`src/rtl/sps_pkg.sv`:
```
`default_nettype none
package sps_pkg;

   localparam int NQ = 16;
   localparam int NW = 8;
   localparam int QW = $clog2(NQ);
   localparam int WW = $clog2(NW);
   localparam int EVQ_DEPTH = 2;
   localparam int RSPQ_DEPTH = 4;
   localparam int RSP_MAX = 3;

   typedef enum logic [2:0] {
      EV_NEW    = 3'd0,
      EV_JOIN   = 3'd1,
      EV_LEAVE  = 3'd2,
      EV_END    = 3'd3,
      EV_CLIENT = 3'd4,
      EV_PCRET  = 3'd5,
      EV_TICK   = 3'd6,
      EV_NOP    = 3'd7
   } ev_kind_type;

   typedef struct packed {
      ev_kind_type kind;
      logic [7:0]  worker_id;
      logic [3:0]  query_slot;
      logic [7:0]  priority_req;
      logic [30:0] pc;
      logic [3:0]  exit_reason;
   } ev_type;

   typedef struct packed {
      logic [2:0]  cmd;
      logic [7:0]  out_worker;
      logic [3:0]  out_slot;
      logic [7:0]  out_priority;
      logic [30:0] out_pc;
      logic [3:0]  out_reason;
      logic        last;
   } rsp_type;

   localparam logic [2:0] CMD_ACCEPT   = 3'd0;
   localparam logic [2:0] CMD_DISPATCH = 3'd1;
   localparam logic [2:0] CMD_PREEMPT  = 3'd2;
   localparam logic [2:0] CMD_END      = 3'd3;
   localparam logic [2:0] CMD_REJECT   = 3'd4;

   localparam logic [1:0] Q_FREE    = 2'd0;
   localparam logic [1:0] Q_READY   = 2'd1;
   localparam logic [1:0] Q_RUN     = 2'd2;
   localparam logic [1:0] Q_PREEMPT = 2'd3;

   localparam logic [1:0] VB_ABSENT = 2'b00;
   localparam logic [1:0] VB_IDLE   = 2'b01;
   localparam logic [1:0] VB_BUSY   = 2'b11;

   localparam logic [3:0]  REASON_DISCONNECT = 4'd15;
   localparam logic [15:0] AGING_RESET       = 16'd1000;
   localparam logic        CSR_MODE          = 1'b0;
   localparam logic        CSR_PERIOD        = 1'b1;

endpackage
`default_nettype wire

```
`src/rtl/sps_front.sv`:
```
`default_nettype none
module sps_front import sps_pkg::*; (
   input  wire logic        clock,
   input  wire logic        reset,
   input  wire logic        push,
   output logic             full,
   input  wire logic [2:0]  req_type,
   input  wire logic [7:0]  req_worker_id,
   input  wire logic [3:0]  req_query_slot,
   input  wire logic [7:0]  req_priority_req,
   input  wire logic [30:0] req_pc,
   input  wire logic [3:0]  req_exit_reason,
   output logic             ev_valid,
   output ev_type           ev_data,
   input  wire logic        ev_pop
);
   localparam int PW = (EVQ_DEPTH > 1) ? $clog2(EVQ_DEPTH) : 1;
   localparam int CW = $clog2(EVQ_DEPTH + 1);

   ev_type          mem_ff [EVQ_DEPTH];
   logic [PW-1:0]   wptr_ff, rptr_ff;
   logic [CW-1:0]   cnt_ff;
   ev_type          ev_in;
   logic            wr, rd;

   always_comb begin
      ev_in.kind         = ev_kind_type'(req_type);
      ev_in.worker_id    = req_worker_id;
      ev_in.query_slot   = req_query_slot;
      ev_in.priority_req = req_priority_req;
      ev_in.pc           = req_pc;
      ev_in.exit_reason  = req_exit_reason;
   end

   assign full     = (cnt_ff == CW'(EVQ_DEPTH));
   assign ev_valid = (cnt_ff != '0);
   assign ev_data  = mem_ff[rptr_ff];
   assign wr       = push && !full;
   assign rd       = ev_pop && ev_valid;

   always_ff @(posedge clock) begin
      if (reset) begin
         wptr_ff <= '0;
         rptr_ff <= '0;
         cnt_ff  <= '0;
      end else begin
         if (wr) begin
            mem_ff[wptr_ff] <= ev_in;
            wptr_ff <= (wptr_ff == PW'(EVQ_DEPTH - 1)) ? '0 : wptr_ff + 1'b1;
         end
         if (rd) begin
            rptr_ff <= (rptr_ff == PW'(EVQ_DEPTH - 1)) ? '0 : rptr_ff + 1'b1;
         end
         if (wr && !rd) begin
            cnt_ff <= cnt_ff + 1'b1;
         end else if (rd && !wr) begin
            cnt_ff <= cnt_ff - 1'b1;
         end
      end
   end

endmodule
`default_nettype wire

```
`src/rtl/sps_rsp_fifo.sv`:
```
`default_nettype none
module sps_rsp_fifo import sps_pkg::*; (
   input  wire logic clock,
   input  wire logic reset,
   input  wire logic wr,
   input  rsp_type   wr_data,
   output logic      room,
   output logic      empty,
   input  wire logic pop,
   output rsp_type   rd_data
);
   localparam int PW = $clog2(RSPQ_DEPTH);
   localparam int CW = $clog2(RSPQ_DEPTH + 1);

   rsp_type        mem_ff [RSPQ_DEPTH];
   logic [PW-1:0]  wptr_ff, rptr_ff;
   logic [CW-1:0]  cnt_ff;
   logic           rd;

   assign empty   = (cnt_ff == '0);
   assign room    = (cnt_ff <= CW'(RSPQ_DEPTH - RSP_MAX));
   assign rd_data = mem_ff[rptr_ff];
   assign rd      = pop && !empty;

   always_ff @(posedge clock) begin
      if (reset) begin
         wptr_ff <= '0;
         rptr_ff <= '0;
         cnt_ff  <= '0;
      end else begin
         if (wr) begin
            mem_ff[wptr_ff] <= wr_data;
            wptr_ff <= (wptr_ff == PW'(RSPQ_DEPTH - 1)) ? '0 : wptr_ff + 1'b1;
         end
         if (rd) begin
            rptr_ff <= (rptr_ff == PW'(RSPQ_DEPTH - 1)) ? '0 : rptr_ff + 1'b1;
         end
         if (wr && !rd) begin
            cnt_ff <= cnt_ff + 1'b1;
         end else if (rd && !wr) begin
            cnt_ff <= cnt_ff - 1'b1;
         end
      end
   end

   a_no_overflow: assert property (@(posedge clock) disable iff (reset)
      wr |-> (cnt_ff != CW'(RSPQ_DEPTH)) || rd)
      else $error("result queue overflow");

endmodule
`default_nettype wire

```
`src/rtl/sps_engine.sv`:
```
`default_nettype none
module sps_engine import sps_pkg::*; (
   input  wire logic        clock,
   input  wire logic        reset,
   input  wire logic        csr_wr_en,
   input  wire logic        csr_index,
   input  wire logic [15:0] csr_wdata,
   input  wire logic        ev_valid,
   input  ev_type           ev_data,
   output logic             ev_pop,
   input  wire logic        rsp_room,
   output logic             rsp_push,
   output rsp_type          rsp_data
);
   typedef enum logic [6:0] {
      S_IDLE  = 7'b0000001,
      S_EXEC  = 7'b0000010,
      S_QSCAN = 7'b0000100,
      S_WPICK = 7'b0001000,
      S_VSCAN = 7'b0010000,
      S_VDEC  = 7'b0100000,
      S_DONE  = 7'b1000000
   } st_type;

   st_type          st_ff;
   ev_type          ev_ff;
   logic            mode_ff;
   logic [15:0]     period_ff;
   logic [1:0]      qstate_ff [NQ];
   logic [15:0]     age_ff    [NQ];
   logic [7:0]      prio_ff   [NQ];
   logic [30:0]     pc_ff     [NQ];
   logic [15:0]     order_ff  [NQ];
   logic [1:0]      vb_ff     [NW];
   logic [7:0]      ident_ff  [NW];
   logic [QW-1:0]   wq_ff     [NW];
   logic [15:0]     ocnt_ff;
   logic [QW-1:0]   qidx_ff;
   logic [WW-1:0]   widx_ff;
   logic            best_v_ff;
   logic [QW-1:0]   best_ff;
   logic [7:0]      bprio_ff;
   logic [15:0]     bwait_ff;
   logic            vic_v_ff;
   logic [WW-1:0]   vic_w_ff;
   logic [QW-1:0]   vic_q_ff;
   logic [7:0]      vprio_ff;
   logic            pend_v_ff;
   rsp_type         pend_ff;

   logic            free_found, fw_found, join_found, idle_found, woq_found;
   logic [QW-1:0]   free_idx;
   logic [WW-1:0]   fw_idx, join_idx, idle_idx, woq_idx;
   logic [QW-1:0]   fw_q, cl_q, vw_q;
   logic [1:0]      fw_qst, cl_st, sq_state;
   logic            end_hit, pcret_hit, join_do, take, vtake;
   logic [7:0]      sq_prio;
   logic [15:0]     sq_wait, period_eff;
   logic [16:0]     age_inc [NQ];
   logic            age_wrap [NQ];
   logic            emit_en;
   rsp_type         emit_data;

   // table lookups
   always_comb begin
      free_found = 1'b0;
      free_idx   = '0;
      for (int i = NQ - 1; i >= 0; i--) begin
         if (qstate_ff[i] == Q_FREE) begin
            free_found = 1'b1;
            free_idx   = QW'(i);
         end
      end
      fw_found   = 1'b0;
      fw_idx     = '0;
      join_found = 1'b0;
      join_idx   = '0;
      idle_found = 1'b0;
      idle_idx   = '0;
      woq_found  = 1'b0;
      woq_idx    = '0;
      for (int i = NW - 1; i >= 0; i--) begin
         if (vb_ff[i][0] && ident_ff[i] == ev_ff.worker_id) begin
            fw_found = 1'b1;
            fw_idx   = WW'(i);
         end
         if (!vb_ff[i][0]) begin
            join_found = 1'b1;
            join_idx   = WW'(i);
         end
         if (vb_ff[i] == VB_IDLE) begin
            idle_found = 1'b1;
            idle_idx   = WW'(i);
         end
         if (vb_ff[i] == VB_BUSY && wq_ff[i] == cl_q) begin
            woq_found = 1'b1;
            woq_idx   = WW'(i);
         end
      end
   end

   assign cl_q      = ev_ff.query_slot;
   assign cl_st     = qstate_ff[cl_q];
   assign fw_q      = wq_ff[fw_idx];
   assign fw_qst    = qstate_ff[fw_q];
   assign end_hit   = fw_found && vb_ff[fw_idx][1] && (fw_qst == Q_RUN || fw_qst == Q_PREEMPT);
   assign pcret_hit = fw_found && vb_ff[fw_idx] == VB_BUSY && fw_q == cl_q
                      && (cl_st == Q_RUN || cl_st == Q_PREEMPT);
   assign join_do   = !fw_found && join_found;
   assign period_eff = (period_ff == '0) ? 16'd1 : period_ff;

   always_comb begin
      for (int i = 0; i < NQ; i++) begin
         age_inc[i]  = {1'b0, age_ff[i]} + 17'd1;
         age_wrap[i] = (age_inc[i] >= {1'b0, period_eff});
      end
   end

   // query scan and victim scan
   assign sq_state = qstate_ff[qidx_ff];
   assign sq_prio  = prio_ff[qidx_ff];
   assign sq_wait  = ocnt_ff - order_ff[qidx_ff];
   assign take = (sq_state == Q_READY) && (!best_v_ff ||
                 (mode_ff ? (sq_prio < bprio_ff || (sq_prio == bprio_ff && sq_wait > bwait_ff))
                          : (sq_wait > bwait_ff)));
   assign vw_q  = wq_ff[widx_ff];
   assign vtake = (vb_ff[widx_ff] == VB_BUSY) && (qstate_ff[vw_q] == Q_RUN)
                  && (!vic_v_ff || prio_ff[vw_q] > vprio_ff);

   always_comb begin
      emit_en   = 1'b0;
      emit_data = '0;
      unique case (st_ff)
         S_EXEC: begin
            case (ev_ff.kind)
               EV_NEW: begin
                  emit_en = 1'b1;
                  emit_data.out_priority = ev_ff.priority_req;
                  if (free_found) begin
                     emit_data.cmd      = CMD_ACCEPT;
                     emit_data.out_slot = free_idx;
                  end else begin
                     emit_data.cmd = CMD_REJECT;
                  end
               end
               EV_LEAVE, EV_END: begin
                  if (end_hit) begin
                     emit_en = 1'b1;
                     emit_data.cmd          = CMD_END;
                     emit_data.out_slot     = fw_q;
                     emit_data.out_priority = prio_ff[fw_q];
                     emit_data.out_reason   = (ev_ff.kind == EV_LEAVE) ? REASON_DISCONNECT
                                                                       : ev_ff.exit_reason;
                  end
               end
               EV_CLIENT: begin
                  if (cl_st == Q_RUN && woq_found) begin
                     emit_en = 1'b1;
                     emit_data.cmd          = CMD_PREEMPT;
                     emit_data.out_worker   = ident_ff[woq_idx];
                     emit_data.out_slot     = cl_q;
                     emit_data.out_priority = prio_ff[cl_q];
                  end
               end
               default: ;
            endcase
         end
         S_WPICK: begin
            if (best_v_ff && idle_found) begin
               emit_en = 1'b1;
               emit_data.cmd          = CMD_DISPATCH;
               emit_data.out_worker   = ident_ff[idle_idx];
               emit_data.out_slot     = best_ff;
               emit_data.out_priority = bprio_ff;
               emit_data.out_pc       = pc_ff[best_ff];
            end
         end
         S_VDEC: begin
            if (vic_v_ff && vprio_ff > bprio_ff) begin
               emit_en = 1'b1;
               emit_data.cmd          = CMD_PREEMPT;
               emit_data.out_worker   = ident_ff[vic_w_ff];
               emit_data.out_slot     = vic_q_ff;
               emit_data.out_priority = vprio_ff;
            end
         end
         default: ;
      endcase
   end

   assign ev_pop   = (st_ff == S_IDLE) && ev_valid && rsp_room;
   assign rsp_push = pend_v_ff && (emit_en || st_ff == S_DONE);

   always_comb begin
      rsp_data      = pend_ff;
      rsp_data.last = (st_ff == S_DONE);
   end

   always_ff @(posedge clock) begin
      if (reset) begin
         st_ff     <= S_IDLE;
         mode_ff   <= 1'b0;
         period_ff <= AGING_RESET;
         ocnt_ff   <= '0;
         pend_v_ff <= 1'b0;
         best_v_ff <= 1'b0;
         vic_v_ff  <= 1'b0;
         qidx_ff   <= '0;
         widx_ff   <= '0;
         for (int i = 0; i < NQ; i++) begin
            qstate_ff[i] <= Q_FREE;
            age_ff[i]    <= '0;
         end
         for (int i = 0; i < NW; i++) begin
            vb_ff[i] <= VB_ABSENT;
         end
      end else begin
         if (csr_wr_en) begin
            if (csr_index == CSR_MODE) begin
               mode_ff <= csr_wdata[0];
            end else begin
               period_ff <= csr_wdata;
            end
         end
         // the previous result goes out as this one takes its place
         if (emit_en) begin
            pend_v_ff <= 1'b1;
            pend_ff   <= emit_data;
         end
         unique case (st_ff)
            S_IDLE: begin
               if (ev_valid && rsp_room) begin
                  ev_ff <= ev_data;
                  st_ff <= S_EXEC;
               end
            end
            S_EXEC: begin
               qidx_ff   <= '0;
               best_v_ff <= 1'b0;
               st_ff     <= (ev_ff.kind == EV_NOP) ? S_DONE : S_QSCAN;
               case (ev_ff.kind)
                  EV_NEW: begin
                     if (free_found) begin
                        prio_ff[free_idx]   <= ev_ff.priority_req;
                        pc_ff[free_idx]     <= '0;
                        qstate_ff[free_idx] <= Q_READY;
                        order_ff[free_idx]  <= ocnt_ff;
                        age_ff[free_idx]    <= '0;
                        ocnt_ff             <= ocnt_ff + 16'd1;
                     end
                  end
                  EV_JOIN: begin
                     if (join_do) begin
                        vb_ff[join_idx]    <= VB_IDLE;
                        ident_ff[join_idx] <= ev_ff.worker_id;
                        wq_ff[join_idx]    <= '0;
                     end
                  end
                  EV_LEAVE, EV_END: begin
                     if (fw_found) begin
                        if (end_hit) begin
                           qstate_ff[fw_q] <= Q_FREE;
                        end
                        vb_ff[fw_idx] <= (ev_ff.kind == EV_LEAVE) ? VB_ABSENT : VB_IDLE;
                     end
                  end
                  EV_CLIENT: begin
                     if (cl_st == Q_READY) begin
                        qstate_ff[cl_q] <= Q_FREE;
                     end else if (cl_st == Q_RUN || cl_st == Q_PREEMPT) begin
                        if (woq_found) begin
                           vb_ff[woq_idx] <= VB_IDLE;
                        end
                        qstate_ff[cl_q] <= Q_FREE;
                     end
                  end
                  EV_PCRET: begin
                     if (pcret_hit) begin
                        pc_ff[cl_q]     <= ev_ff.pc;
                        qstate_ff[cl_q] <= Q_READY;
                        order_ff[cl_q]  <= ocnt_ff;
                        age_ff[cl_q]    <= '0;
                        ocnt_ff         <= ocnt_ff + 16'd1;
                        vb_ff[fw_idx]   <= VB_IDLE;
                     end
                  end
                  EV_TICK: begin
                     if (mode_ff) begin
                        for (int i = 0; i < NQ; i++) begin
                           if (qstate_ff[i] == Q_READY) begin
                              if (age_wrap[i]) begin
                                 age_ff[i] <= '0;
                                 if (prio_ff[i] != '0) begin
                                    prio_ff[i] <= prio_ff[i] - 8'd1;
                                 end
                              end else begin
                                 age_ff[i] <= age_inc[i][15:0];
                              end
                           end
                        end
                     end
                  end
                  default: ;
               endcase
            end
            S_QSCAN: begin
               if (take) begin
                  best_v_ff <= 1'b1;
                  best_ff   <= qidx_ff;
                  bprio_ff  <= sq_prio;
                  bwait_ff  <= sq_wait;
               end
               if (qidx_ff == QW'(NQ - 1)) begin
                  st_ff <= S_WPICK;
               end
               qidx_ff <= qidx_ff + 1'b1;
            end
            S_WPICK: begin
               if (!best_v_ff) begin
                  st_ff <= S_DONE;
               end else if (idle_found) begin
                  qstate_ff[best_ff] <= Q_RUN;
                  vb_ff[idle_idx]    <= VB_BUSY;
                  wq_ff[idle_idx]    <= best_ff;
                  st_ff              <= S_DONE;
               end else if (!mode_ff) begin
                  st_ff <= S_DONE;
               end else begin
                  widx_ff  <= '0;
                  vic_v_ff <= 1'b0;
                  st_ff    <= S_VSCAN;
               end
            end
            S_VSCAN: begin
               if (vtake) begin
                  vic_v_ff <= 1'b1;
                  vic_w_ff <= widx_ff;
                  vic_q_ff <= vw_q;
                  vprio_ff <= prio_ff[vw_q];
               end
               if (widx_ff == WW'(NW - 1)) begin
                  st_ff <= S_VDEC;
               end
               widx_ff <= widx_ff + 1'b1;
            end
            S_VDEC: begin
               if (vic_v_ff && vprio_ff > bprio_ff) begin
                  qstate_ff[vic_q_ff] <= Q_PREEMPT;
               end
               st_ff <= S_DONE;
            end
            S_DONE: begin
               pend_v_ff <= 1'b0;
               st_ff     <= S_IDLE;
            end
            default: st_ff <= S_IDLE;
         endcase
      end
   end

   a_done_to_idle: assert property (@(posedge clock) disable iff (reset)
      st_ff == S_DONE |=> st_ff == S_IDLE)
      else $error("sequencer did not return to idle");

   a_flushed: assert property (@(posedge clock) disable iff (reset)
      st_ff == S_IDLE |-> !pend_v_ff)
      else $error("result left behind between events");

   a_scan_end: assert property (@(posedge clock) disable iff (reset)
      (st_ff == S_QSCAN && qidx_ff == QW'(NQ - 1)) |=> st_ff == S_WPICK)
      else $error("query scan did not end");

endmodule
`default_nettype wire

```
`src/rtl/priority_scheduler_aging_preempt_core.sv`:
```
`default_nettype none
// Preemptive priority scheduler with aging. Events enter through a two-deep
// queue (push/full) and results leave through a four-deep queue (empty/pop);
// each event gives at most two results, the last one flagged. A sequencer
// handles one event at a time: it takes the event from the event queue,
// applies it, scans the sixteen-entry query table entry by entry, picks a
// worker and hands over the last result; in priority mode with no worker
// free, it also scans the eight worker entries for a victim and decides on
// a preemption first. An unused event code skips the scans and the pick. An
// event starts only when the result queue has room for three results.
module priority_scheduler_aging_preempt_core import sps_pkg::*; (
   input  wire logic        clock,
   input  wire logic        reset,
   input  wire logic        push,
   output logic             full,
   input  wire logic [2:0]  req_type,
   input  wire logic [7:0]  req_worker_id,
   input  wire logic [3:0]  req_query_slot,
   input  wire logic [7:0]  req_priority_req,
   input  wire logic [30:0] req_pc,
   input  wire logic [3:0]  req_exit_reason,
   output logic             empty,
   input  wire logic        pop,
   output logic [2:0]       rsp_cmd,
   output logic [7:0]       rsp_out_worker,
   output logic [3:0]       rsp_out_slot,
   output logic [7:0]       rsp_out_priority,
   output logic [30:0]      rsp_out_pc,
   output logic [3:0]       rsp_out_reason,
   output logic             rsp_last,
   input  wire logic        csr_wr_en,
   input  wire logic        csr_index,
   input  wire logic [15:0] csr_wdata
);
   logic    ev_valid, ev_pop, rsp_room, rsp_push;
   ev_type  ev_data;
   rsp_type rsp_data, rsp_head;

   sps_front u_front (
      .clock, .reset, .push, .full,
      .req_type, .req_worker_id, .req_query_slot, .req_priority_req,
      .req_pc, .req_exit_reason,
      .ev_valid, .ev_data, .ev_pop
   );

   sps_engine u_engine (
      .clock, .reset, .csr_wr_en, .csr_index, .csr_wdata,
      .ev_valid, .ev_data, .ev_pop,
      .rsp_room, .rsp_push, .rsp_data
   );

   sps_rsp_fifo u_rsp_fifo (
      .clock, .reset,
      .wr(rsp_push), .wr_data(rsp_data), .room(rsp_room),
      .empty, .pop, .rd_data(rsp_head)
   );

   assign rsp_cmd          = rsp_head.cmd;
   assign rsp_out_worker   = rsp_head.out_worker;
   assign rsp_out_slot     = rsp_head.out_slot;
   assign rsp_out_priority = rsp_head.out_priority;
   assign rsp_out_pc       = rsp_head.out_pc;
   assign rsp_out_reason   = rsp_head.out_reason;
   assign rsp_last         = rsp_head.last;

endmodule
`default_nettype wire

```
`config.mk`:
```
export PLATFORM = sky130hd
export DESIGN_NAME = priority_scheduler_aging_preempt_core
export DESIGN_NICKNAME = d
export VERILOG_FILES = /design/src/rtl/sps_pkg.sv /design/src/rtl/sps_front.sv /design/src/rtl/sps_rsp_fifo.sv /design/src/rtl/sps_engine.sv /design/src/rtl/priority_scheduler_aging_preempt_core.sv
export SDC_FILE = /design/constraint.sdc
export NUM_CORES = 2
export LEC_CHECK = 0
export BUFFER_PORTS_ARGS = -buffer_cell sky130_fd_sc_hd__buf_2
export CORE_ASPECT_RATIO = 0.75
export CORE_UTILIZATION = 25
export DETAILED_ROUTE_END_ITERATION = 8
export GPL_TIMING_DRIVEN = 0
export PLACE_DENSITY_LB_ADDON = 0.15
export RECOVER_POWER = 100
export SKIP_LAST_GASP = 1
export SLEW_MARGIN = 10
export SYNTH_ARGS = -nofsm -noshare
export SYNTH_HDL_FRONTEND = slang
export SYNTH_SLANG_ARGS = --single-unit
```
`constraint.sdc`:
```
create_clock -name clock -period 26.4 [get_ports clock]
set_input_delay 7.92 -clock clock [delete_from_list [all_inputs] [get_ports clock]]
set_output_delay 7.92 -clock clock [all_outputs]
set_load 0.01 [all_outputs]
```
==> results.sh <==
export IMPL_gp_congestion=0.935
export IMPL_num_vias=61900
export IMPL_antenna_found_initial=36
export IMPL_dp_hpwl_mm=239
export IMPL_finalHoldViolations=0
export IMPL_clk_pin_slew_ns=0.06
export IMPL_slew_viol_final=1006
export IMPL_synth_top_area_cell="edfxtp_1"
export IMPL_crit_required_ns=26.73
export IMPL_grt_pass1_vias=60700
export IMPL_post_cts_resized=0
export IMPL_postSynthCellCount=6851
export IMPL_crit_family="buffers and inverters"
export IMPL_grt_pass1_wl_mm=467
export IMPL_cts_tree="yes"
export IMPL_p_leak_nw=37.4
export IMPL_synth_area_leaders="edfxtp_1, mux4_2, dfxtp_1, ha_1, xnor2_1"
export IMPL_syn_to_final_growth_pct=14.8
export IMPL_cts_root_buf="clkbuf_16"
export IMPL_power_total_w=0.00690
export IMPL_crit_path_max_incr_delay_ns=3.60
export IMPL_fin_worst_skew_ns=0.0873
export IMPL_final_nets=7753
export IMPL_ir_worst_vdd_mv=0.0605
export IMPL_crit_chain="clkbuf_1 > nor2_1 > nand2_1 > nor3_1 > clkbuf_1 > a31oi_1 > nor2_1 > clkbuf_1 > clkbuf_1"
export IMPL_swShare_pct=25.7
export IMPL_synthSimpleGateAreaFrac_pct=9.82
export IMPL_start_kind="input pin"
export IMPL_clkLatencyLatePin_ns=0.92
export IMPL_post_route_period_util_pct=64.5
export IMPL_comb_power_share_pct=10.7
export IMPL_core_um2=369000
export IMPL_synth_compound_area_share_pct=7.67
export IMPL_yosys_cell_types_count=96
export IMPL_worstPathMaxFanout=47
export IMPL_die_h_um=530
export IMPL_muxShareOfSynthArea_pct=14.0
export IMPL_hold_buffers=0
export IMPL_via_per_inst=5.01
export IMPL_syn_nets=7306
export IMPL_clockPowerShare_pct=41.7
export IMPL_drv_cap=39
export IMPL_path_class="input pin to register"
export IMPL_start_util_pct=25.1
export IMPL_dieArea_um2=374000
export IMPL_outcome="complete, but fails checks"
export IMPL_synth_largest_type_area_fraction_pct=49.7
export IMPL_r2r_start="u_engine.ev_ff[50]"
export IMPL_power_switching_w=0.00177
export IMPL_avgSynthCellArea_um2=13.5
export IMPL_clock_sink_count=1868
export IMPL_synth_edff_count=1535
export IMPL_setup_viol_count_final=0
export IMPL_yosys_top_cells_count="edfxtp_1, nand2_1, nor2_1"
export IMPL_drc=0
export IMPL_num_io_pins=141
export IMPL_routed_wl_mm=332
export IMPL_ys_warn_count=0
export IMPL_grt_max_degree=57
export IMPL_cp_common_cell="clkbuf_1"
export IMPL_grt_usage_pct=17.3
export IMPL_htreeDepth=4
export IMPL_period_needed_ns=17.03
export IMPL_post_cts_buffers=0
export IMPL_setup_tns_ns=0
export IMPL_share_seq_of_total_power_pct=47.6
export IMPL_synth_adder_area_share_pct=5.07
export IMPL_numCtsBuffers=206
export IMPL_fmax_mhz=58.7
export IMPL_hold_depth=2
export IMPL_worst_path_buf_inv=4
export IMPL_yosysMostFrequentCell="edfxtp_1"
export IMPL_reg2reg_slack_ns=12.61
export IMPL_synth_area_um2=92800
export IMPL_reg2reg_depth=17
export IMPL_die_x_um=705
export IMPL_worst_slew_pin_slew_ns=5.27
export IMPL_ys_ff_latch=1868
export IMPL_portBuffers=140
export IMPL_firstDrtPassIters=6
export IMPL_reg2reg_to="u_engine.order_ff[7][9]"
export IMPL_cp_end_kind="register"
export IMPL_ys_async_sr_fraction_pct=0
export IMPL_synth_top_family_by_area="multiplexers"
export IMPL_hp_class="register to register"
export IMPL_synth_flop_cell="edfxtp_1"
export IMPL_clock_path_buffers=4
export IMPL_violations="max-capacitance violations, max-slew violations"
export IMPL_power_density_nw_per_um2=64.8
export IMPL_relSlewSlack_pct=-251
export IMPL_drt_initial_drc_count=6163
export IMPL_rsz0062_at_grt="false"
export IMPL_row_count=193
export IMPL_internal_power_w=0.00513
export IMPL_ant_nets=0
export IMPL_globalRoute_totalOverflow=0
export IMPL_slowest_stage="clkbuf_1"
export IMPL_arrival_ns=17.36
export IMPL_hold_path_end="u_engine.age_ff[6][15]"
export IMPL_drive_gt1_share_pct=13.7
export IMPL_min_from="u_engine.age_ff[6][15]"
export IMPL_synth_xor_area_share_pct=4.27
export IMPL_wl_per_cell_um=26.9
export IMPL_seq_area_frac_synth_pct=56.9
-- flip-flops by register name, indices dropped and copies added (netlist names), 16 cells and up, named ones only --
name and flops:
u_engine.ident_ff 64, u_engine.rsp_data 58, u_engine.ocnt_ff 16, u_engine.vb_ff 16, u_front.mem_ff 116, u_engine.period_ff 16
u_engine.wq_ff 32, u_engine.pc_ff 496, u_engine.order_ff 256, u_engine.qstate_ff 32, u_rsp_fifo.mem_ff 236, u_engine.ev_ff 54
u_engine.age_ff 256, u_engine.bwait_ff 16, u_engine.prio_ff 128
-- placed cells by master (no fill, tap or decap), drive strengths merged, types with 23 or more instances in the layout --
master	count
a21oi	319
xor2	209
a22oi	47
nand4	143
a31oi	32
buf	112
edfxtp	1535
nor2b	46
mux4	422
inv	195
clkinv	76
a211oi	63
nor2	459
xnor2	243
nand3	148
nand2	474
nor3	96
and2	105
o21ai	130
nor4	44
a21o	38
o211ai	23
ha	374
and3	102
a32oi	95
nor4b	27
dfxtp	333
o21bai	48
nand2b	75
clkbuf	737
mux2	167
a311oi	33
o21a	107
mux2i	164
-- through the flow --
stage | setup slack [ns] | hold WS, ns | area (um2) | std cells | util, %
after floorplan | 12.56 | 0.436 | 92800 | 6851 | -
after CTS | 14.03 | 0.481 | 108000 | 12300 | 29.2
after global routing | 9.27 | 0.489 | 106000 | 12300 | 28.9
after detailed placement | 13.40 | 0.461 | 101000 | 12000 | 27.4
final | 9.37 | 0.479 | 107000 | 12300 | 28.9
after global placement | 4.19 | 0.458 | 99600 | 11900 | 27.0
-- cell type report --
class | count | area [um2]
Tap cell | 4875 | 6100
Clock inverter | 98 | 950
Antenna cell | 10 | 25.0
Buffer | 339 | 1350
Sequential cell | 1868 | 52800
Clock buffer | 271 | 5570
Multi-Input combinational cell | 4453 | 37900
Fill cell | 37500 | 262000
Timing Repair Buffer | 239 | 1170
Inverter | 191 | 717
-- how the worst max path moves through the flow --
stage / startpoint / endpoint / slack, ns / cells after the start
finish: reset / u_engine.order_ff[7][9] / 9.37 / 9
global route: reset / u_engine.order_ff[7][5] / 9.27 / 9
global placement: reset / u_rsp_fifo.mem_ff[1][10] / 4.19 / 7
floorplan: reset / u_rsp_fifo.mem_ff[1][0] / 12.56 / 6
detailed placement: reset / u_rsp_fifo.mem_ff[1][2] / 13.40 / 10
CTS: register / rsp_cmd[1] / 14.03 / 5
-- metal layers --
layer,part of all wire (%),up-vias,GRT usage (%),wire length (um)
met3,6.4,383,2.85,21300
li1,-,27400,-,-
met5,0.0060,-,0,20
met4,2.2,2,3.39,7220
met1,50,32100,26.7,164000
met2,42,1947,25.2,138000
-- worst reg2reg max path: stages, from the launching register on --
cell	delay, ns
edfxtp_1	0.54
clkbuf_1	0.51
xnor2_1	0.19
nand3_1	0.17
nor3_1	0.74
nor4_1	0.23
nor4_1	1.03
a21oi_1	0.16
a32oi_2	0.90
xnor2_1	0.17
or2_2	0.32
clkbuf_1	0.18
nor3_1	1.05
clkbuf_1	0.84
a31oi_1	0.55
nor2_1	1.05
clkbuf_1	0.89
clkbuf_1	3.61
-- power by group through the flow --
stage / clock network, W / logic [W] / registers, W
2_1_floorplan: 0 / 0.000446 / 0.00332
6_report: 0.00288 / 0.000737 / 0.00329
5_1_grt: 0.00307 / 0.000788 / 0.00329
3_3_place_gp: 0 / 0.000741 / 0.00336
4_1_cts: 0.00296 / 0.000770 / 0.00329
3_5_place_dp: 0 / 0.000766 / 0.00335
-- cell families (layout without fill, tap and decap cells) --
kind of cell	Yosys count	count (layout)
multiplexers	753	753
XOR/XNOR	452	452
adder cells (fa/ha/maj)	375	375
flip-flops	1868	1868
other	0	10
buffers and inverters	530	1138
AND/OR/NAND/NOR	1825	1825
AO/OA/AOI/OAI	1048	1048
Note: power is estimated with default switching activity, not from simulation.
